===== config.mk =====
export PLATFORM = sky130hd
export DESIGN_NAME = lru_move_to_front_cache
export DESIGN_NICKNAME = d
export VERILOG_FILES = /design/src/sv/lmtf_pkg.sv /design/src/sv/lmtf_cell.sv /design/src/sv/lru_move_to_front_cache.sv
export SDC_FILE = /design/constraint.sdc
export NUM_CORES = 2
export LEC_CHECK = 0
export ABC_AREA = 0
export BUFFER_PORTS_ARGS = -buffer_cell sky130_fd_sc_hd__buf_2
export CAP_MARGIN = 30
export CORE_ASPECT_RATIO = 2
export CORE_UTILIZATION = 30
export CTS_CLUSTER_DIAMETER = 60
export DETAILED_ROUTE_END_ITERATION = 10
export PLACE_DENSITY = 0.46
export SLEW_MARGIN = 20
export SYNTH_ARGS = -nofsm -noshare
export SYNTH_HDL_FRONTEND = slang
export SYNTH_SLANG_ARGS = --single-unit

===== constraint.sdc =====
create_clock -name clk_i -period 12 [get_ports clk_i]
set_input_delay 1.2 -clock clk_i [delete_from_list [all_inputs] [get_ports clk_i]]
set_output_delay 1.2 -clock clk_i [all_outputs]
set_load 0.02 [all_outputs]

===== src/sv/lmtf_pkg.sv =====
// shared types and constants of the move-to-front cache
// no dependencies; imported by lmtf_cell, lru_move_to_front_cache, the monitor and the bench
package lmtf_pkg;

  localparam int unsigned ENTRIES = 8;
  localparam int unsigned CNT_W   = $clog2(ENTRIES + 1);
  localparam int unsigned KEY_W   = 64;
  localparam int unsigned PORT_W  = 16;
  localparam int unsigned ADDR_W  = 32;
  localparam int unsigned FILL_W  = 4;
  localparam int unsigned OP_W    = 2;

  typedef enum logic [OP_W-1:0] {
    OP_LOOKUP = 2'd0,
    OP_ADD    = 2'd1,
    OP_REMOVE = 2'd2
  } op_e;

  // what one cell loads at the next edge
  typedef enum logic [1:0] {
    CELL_HOLD  = 2'd0,
    CELL_FRONT = 2'd1,
    CELL_LEFT  = 2'd2,
    CELL_RIGHT = 2'd3
  } cell_op_e;

  typedef struct packed {
    logic [KEY_W-1:0]  key;
    logic [PORT_W-1:0] port;
    logic [ADDR_W-1:0] addr;
  } entry_t;

  typedef struct packed {
    logic [OP_W-1:0]   opcode;
    logic [KEY_W-1:0]  key;
    logic [PORT_W-1:0] port_in;
    logic [ADDR_W-1:0] addr_in;
  } in_item_t;

  typedef struct packed {
    logic              hit;
    logic [PORT_W-1:0] port_out;
    logic [ADDR_W-1:0] addr_out;
    logic [FILL_W-1:0] fill_count;
  } out_item_t;

endpackage


===== src/sv/lmtf_cell.sv =====
// one list slot: holds an entry, compares its key, loads from a neighbor
// depends on lmtf_pkg
module lmtf_cell import lmtf_pkg::*; (
  input  logic             clk_i,
  input  cell_op_e         op_i,
  input  entry_t           front_i,
  input  entry_t           left_i,
  input  entry_t           right_i,
  input  logic [KEY_W-1:0] cmp_key_i,
  output entry_t           entry_o,
  output logic             key_eq_o
);

  entry_t entry_q;
  entry_t entry_d;

  always_comb begin
    case (op_i)
      CELL_FRONT: entry_d = front_i;
      CELL_LEFT:  entry_d = left_i;
      CELL_RIGHT: entry_d = right_i;
      default:    entry_d = entry_q;
    endcase
  end

  always_ff @(posedge clk_i) begin
    entry_q <= entry_d;
  end

  assign entry_o  = entry_q;
  assign key_eq_o = (entry_q.key == cmp_key_i);

endmodule


===== src/sv/lru_move_to_front_cache.sv =====
// move-to-front cache: a row of ENTRIES cells, most recent entry in cell 0
// all cells compare and shift in the same edge; the result is registered
// throughput: one item per cycle unless a stuck result stalls the input
// reset: fill count and output valid clear at once; cell contents are not reset
// depends on lmtf_pkg and lmtf_cell
module lru_move_to_front_cache import lmtf_pkg::*; (
  input  logic      clk_i,
  input  logic      rst_ni,
  input  logic      in_valid_i,
  output logic      in_stall_o,
  input  in_item_t  in_i,
  output logic      out_valid_o,
  input  logic      out_stall_i,
  output out_item_t out_o
);

  // list state
  logic [CNT_W-1:0] count_q;
  logic [CNT_W-1:0] count_d;

  // per-cell signals
  entry_t         cell_entry [ENTRIES];
  logic           cell_key_eq [ENTRIES];
  cell_op_e       cell_op    [ENTRIES];
  logic [ENTRIES-1:0] cell_valid;
  logic [ENTRIES-1:0] match;
  logic [ENTRIES-1:0] ahead;   // a match at this cell or nearer the front
  logic [ENTRIES-1:0] first;   // the match nearest the front

  entry_t hit_entry;
  entry_t new_entry;
  entry_t front_entry;
  logic   any_match;
  logic   accept;

  // output register
  logic      out_valid_q;
  logic      out_valid_d;
  out_item_t out_q;
  out_item_t out_d;

  // a new item enters unless a finished result is stuck in the output register
  assign in_stall_o = out_valid_q & out_stall_i;
  assign accept     = in_valid_i & ~in_stall_o;

  // the row of cells, each fed by both neighbors
  for (genvar i = 0; i < ENTRIES; i++) begin : g_cell
    entry_t left_in;
    entry_t right_in;

    if (i == 0) begin : g_head
      assign left_in = front_entry;
    end else begin : g_body
      assign left_in = cell_entry[i-1];
    end

    // the tail has no right neighbor and keeps its own entry
    if (i == ENTRIES - 1) begin : g_tail
      assign right_in = cell_entry[i];
    end else begin : g_mid
      assign right_in = cell_entry[i+1];
    end

    lmtf_cell u_cell (
      .clk_i     (clk_i),
      .op_i      (cell_op[i]),
      .front_i   (front_entry),
      .left_i    (left_in),
      .right_i   (right_in),
      .cmp_key_i (in_i.key),
      .entry_o   (cell_entry[i]),
      .key_eq_o  (cell_key_eq[i])
    );

    // slots below the count hold live entries
    assign cell_valid[i] = (count_q > CNT_W'(i));
    assign match[i]      = cell_valid[i] & cell_key_eq[i];
  end

  // priority: the match nearest the front wins
  always_comb begin
    ahead[0] = match[0];
    for (int i = 1; i < ENTRIES; i++) begin
      ahead[i] = ahead[i-1] | match[i];
    end
    first[0] = match[0];
    for (int i = 1; i < ENTRIES; i++) begin
      first[i] = match[i] & ~ahead[i-1];
    end
  end

  assign any_match = ahead[ENTRIES-1];

  // one-hot select of the found entry
  always_comb begin
    hit_entry = '0;
    for (int i = 0; i < ENTRIES; i++) begin
      if (first[i]) begin
        hit_entry = hit_entry | cell_entry[i];
      end
    end
  end

  assign new_entry.key  = in_i.key;
  assign new_entry.port = in_i.port_in;
  assign new_entry.addr = in_i.addr_in;

  // cell 0 takes the new entry on add, the found entry on lookup
  assign front_entry = (in_i.opcode == OP_ADD) ? new_entry : hit_entry;

  // per-cell moves
  always_comb begin
    for (int i = 0; i < ENTRIES; i++) begin
      cell_op[i] = CELL_HOLD;
      if (accept) begin
        unique case (in_i.opcode)
          OP_LOOKUP: begin
            // cells up to the found one slide back, found entry goes to front
            if (any_match) begin
              if (i == 0) begin
                cell_op[i] = CELL_FRONT;
              end else if (!ahead[i-1]) begin
                cell_op[i] = CELL_LEFT;
              end
            end
          end
          OP_ADD: begin
            // whole row slides back, the tail entry falls off
            cell_op[i] = (i == 0) ? CELL_FRONT : CELL_LEFT;
          end
          OP_REMOVE: begin
            // the found cell and those behind it pull forward
            if (ahead[i]) begin
              cell_op[i] = CELL_RIGHT;
            end
          end
          default: begin
            cell_op[i] = CELL_HOLD;
          end
        endcase
      end
    end
  end

  // fill count and result
  always_comb begin
    count_d          = count_q;
    out_d.hit        = 1'b0;
    out_d.port_out   = '0;
    out_d.addr_out   = '0;
    unique case (in_i.opcode)
      OP_LOOKUP: begin
        if (any_match) begin
          out_d.hit      = 1'b1;
          out_d.port_out = hit_entry.port;
          out_d.addr_out = hit_entry.addr;
        end
      end
      OP_ADD: begin
        out_d.hit = 1'b1;
        if (count_q < CNT_W'(ENTRIES)) begin
          count_d = count_q + CNT_W'(1);
        end
      end
      OP_REMOVE: begin
        if (any_match) begin
          out_d.hit = 1'b1;
          count_d   = count_q - CNT_W'(1);
        end
      end
      default: begin
        count_d = count_q;
      end
    endcase
    out_d.fill_count = FILL_W'(count_d);
  end

  assign out_valid_d = accept | (out_valid_q & out_stall_i);

  always_ff @(posedge clk_i or negedge rst_ni) begin
    if (!rst_ni) begin
      count_q     <= '0;
      out_valid_q <= 1'b0;
    end else begin
      if (accept) begin
        count_q <= count_d;
      end
      out_valid_q <= out_valid_d;
    end
  end

  // result payload, loaded only with a new item
  always_ff @(posedge clk_i) begin
    if (accept) begin
      out_q <= out_d;
    end
  end

  assign out_valid_o = out_valid_q;
  assign out_o       = out_q;

endmodule


==> summary.md <==
| Metric | Value |
|---|---|
| Crit-path max FO | `81` |
| Reg2Reg Depth | `14` |
| Pint | `6020 µW` |
| Placed insts | `7,896` |
| Initial antenna violation count | `36` |
| Post-DP HPWL | `205,000 µm` |
| Total track usage | `32.4%` |
| Comb pwr share | `11.4%` |
| Core area | `191,000 µm²` |
| Most used DFF post-synth | `edfxtp_1` |
| Syn-to-layout area delta | `12.5%` |
| CP max stage delay | `1.02 ns` |
| Mean post-synth cell area | `10.3 µm²` |
| Worst hold slack | `0.288 ns` |
| First-pass DRT Iterations | `6` |
| Min Clock Period, post-route | `7.68 ns` |
| Postcts setup bufs | `0` |
| Filler-free cell count of the finished design | `8,133` |
| Setup CP Type | `in2reg` |
| Sequential Power Share | `46.4%` |
| Startpoint Class | `input pin` |
| Crit-path cells | `buf_2 > xnor2_1 > nand4_1 > nor4_1 > and2_2 > buf_4 > a22oi_1 > nand2b_1 > or2_1 > a31oi_1 > a21oi_4 > buf_12 > buf_16 > buf_4 > o221ai_2` |
| Fin util | `34.1%` |
| Fin crit share | `64.0%` |
| Die Span X | `313 µm` |
| Max rail drop VDD | `0.000122 V` |
| Top delay family on crit path | `simple AND/OR/NAND/NOR gates` |
| Setup violators final | `0` |
| Row cnt | `227` |
| Post_cts resized | `0` |
| Root buffer cell | `clkbuf_16` |
| Die Ht | `624 µm` |
| Required @ worst endpoint | `12.49 ns` |
| Critical path depth in cells | `15` |
| Slew margin rel. | `16.4%` |
| Ys async rst share | `0.524%` |
| Grt ovf | `0` |
| Cell Pwr Density | `129 nW/µm²` |
| # DRC | `0` |
| Most common cell after layout, fill and taps aside | `edfxtp_1` |
| Drt first-iter violations | `6,707` |
| Critical Path AT | `8.17 ns` |
| Hold WC Path Type | `in2async` |
| Number of global-route vias before repair | `49,900` |
| Slowest CP cell | `nor4_1` |
| CTS Buf Count | `106` |
| Number of max-cap violations | `0` |
| Switching Fraction | `28.2%` |
| CTS sink count | `954` |
| Worst Skew | `0.0394 ns` |
| Critical path capture point type | `flop` |
| Mapped cell area | `58,000 µm²` |
| Drt wl/cell | `39.7 µm` |
| Final nets | `5,634` |
| Seq/Total Area, Yosys | `49.4%` |
| First-pass GRT wire length | `440,000 µm` |
| TritonCTS clock tree | `done` |
| Synth Register Bits | `954` |
| Layout cell share with drive strength beyond 1 | `13.1%` |
| Antenna Violating Nets Remaining | `0` |
| RSZ-0062 raised after global routing | `no` |
| Via count | `52,500` |
| IO Count | `173` |
| Worst skew pair latency | `0.77 ns` |
| Most frequent cells in the layout | `edfxtp_1 (949), nand2_1 (614), o21ai_0 (438), inv_1 (280), o21ai_1 (244)` |
| CTS max path bufs | `3` |
| Worst-path clk slew | `0.07 ns` |
| H-tree depth | `3` |
| Worst path most repeated cell | `buf_4` |
| Post-synth cell types | `72` |
| Largest net degree at the start of global routing | `133` |
| Die ar. | `195,000 µm²` |
| Crit path buf inv count | `5` |
| PortBufs | `172` |
| Syn_nets | `5,737` |
| Clock share of power | `42.3%` |
| Final Hold Viols | `0` |
| CTS Hold Bufs | `0` |
| Switching power | `2360 µW` |
| LEAKAGE | `0.0214 µW` |
| Vias/cell | `6.46` |
| Ys Warns | `0` |
| Highest clock rate | `130 MHz` |
| Outcome | `finished, final reports clean` |
| Final wirelength | `323,000 µm` |
| Cells after Synth | `5,608` |
| Starting Density | `30.3%` |
| Count of final max-slew check failures | `0` |
| Slew @ Worst Pin | `1.25 ns` |
| TNS Setup | `0 ns` |
| EDFF count, synth | `949` |
| Gpl congestion | `1.09` |
## worst reg2reg max path, stage by stage (launching register included)
cell and delay, ns:
edfxtp_1 0.53, xnor2_1 0.52, nand4_1 0.59, nor4_1 1.03
and2_2 0.30, buf_4 0.72, a22oi_1 0.49, nand2b_1 0.37
or2_1 0.33, a31oi_1 0.21, a21oi_4 0.21, buf_12 0.31
buf_16 0.46, buf_4 1.00, o221ai_2 0.23
## worst paths after layout
check | start | endpoint | slack (ns)
setup / recovery | in_i[71] | g_cell[3].u_cell.entry_o[54] | 4.32
hold / removal | rst_ni | out_valid_o | 0.29
setup reg to reg | g_cell[0].u_cell.entry_o[71] | g_cell[3].u_cell.entry_o[54] | 4.44
min in group clk_i | out_valid_o | out_valid_o | 0.55
max in group asynchronous | rst_ni | count_q[3] | 11.49
hold reg to reg | out_valid_o | out_valid_o | 0.55
## flip-flops by register name, indices dropped and copies added, names as in the netlist
signal,flops
count_q,4
g_cell.u_cell.entry_o,896
out_o,53
out_valid_o,1
## power by group through the flow
stage                     Combinational [µW]  Sequential (µW)  Clock, µW
after global routing                     966             3890       3670
final                                    952             3890       3540
after detailed placement                 892             3950          0
after CTS                                894             3880       3590
after global placement                   875             3950          0
after floorplan                          487             3920          0
## kinds of logic after synthesis
logic type / share of synthesized area [%]
compound gates: 26.0
simple gates: 11.2
flops: 49.4
buf+inv: 6.00
xor+xnor: 7.10
fa+ha+maj: 0.237
mux: 0.0734
## synthesized netlist by cell type, drive strengths merged, types with 164 or more instances
cell type | instances | area share, %
edfxtp | 949 | 49
buf | 188 | 1.9
nor2 | 173 | 1.1
inv | 282 | 1.8
a22oi | 227 | 2.9
o221ai | 241 | 4.5
xor2 | 227 | 3.4
nand2 | 619 | 4.0
clkbuf | 356 | 2.3
o21ai | 682 | 5.9
xnor2 | 243 | 3.7
a221o | 164 | 2.8
## area by class of cell
type | count | area, µm²
sequential | 954 | 28600
tap | 2519 | 3150
timing repair buffer | 333 | 2390
inverter | 283 | 1080
antenna | 20 | 50.0
clock buffer | 127 | 2800
clock inverter | 70 | 761
multi-input combinational | 3827 | 26400
fill | 19500 | 126000
## routing by layer
| metal | up-vias | track usage [%] | part of all wire, % |
|---|---|---|---|
| met1 | 26600 | 36.0 | 34 |
| met5 | - | 0 | 0.053 |
| met4 | 24 | 24.9 | 9.6 |
| met2 | 3477 | 53.7 | 48 |
| met3 | 889 | 6.87 | 8.4 |
| li1 | 21500 | - | - |
## per-stage QoR
| step | cell area, µm² | setup WS, ns | total power (µW) |
|---|---|---|---|
| after floorplan | 58000 | 2.31 | 4410 |
| after global placement | 60900 | 3.87 | 4830 |
| after detailed placement | 61200 | 4.04 | 4840 |
| after CTS | 64700 | 4.74 | 8360 |
| after global routing | 65200 | 4.43 | 8530 |
| final | 65200 | 4.32 | 8380 |
(Power assumes the default switching activity.)
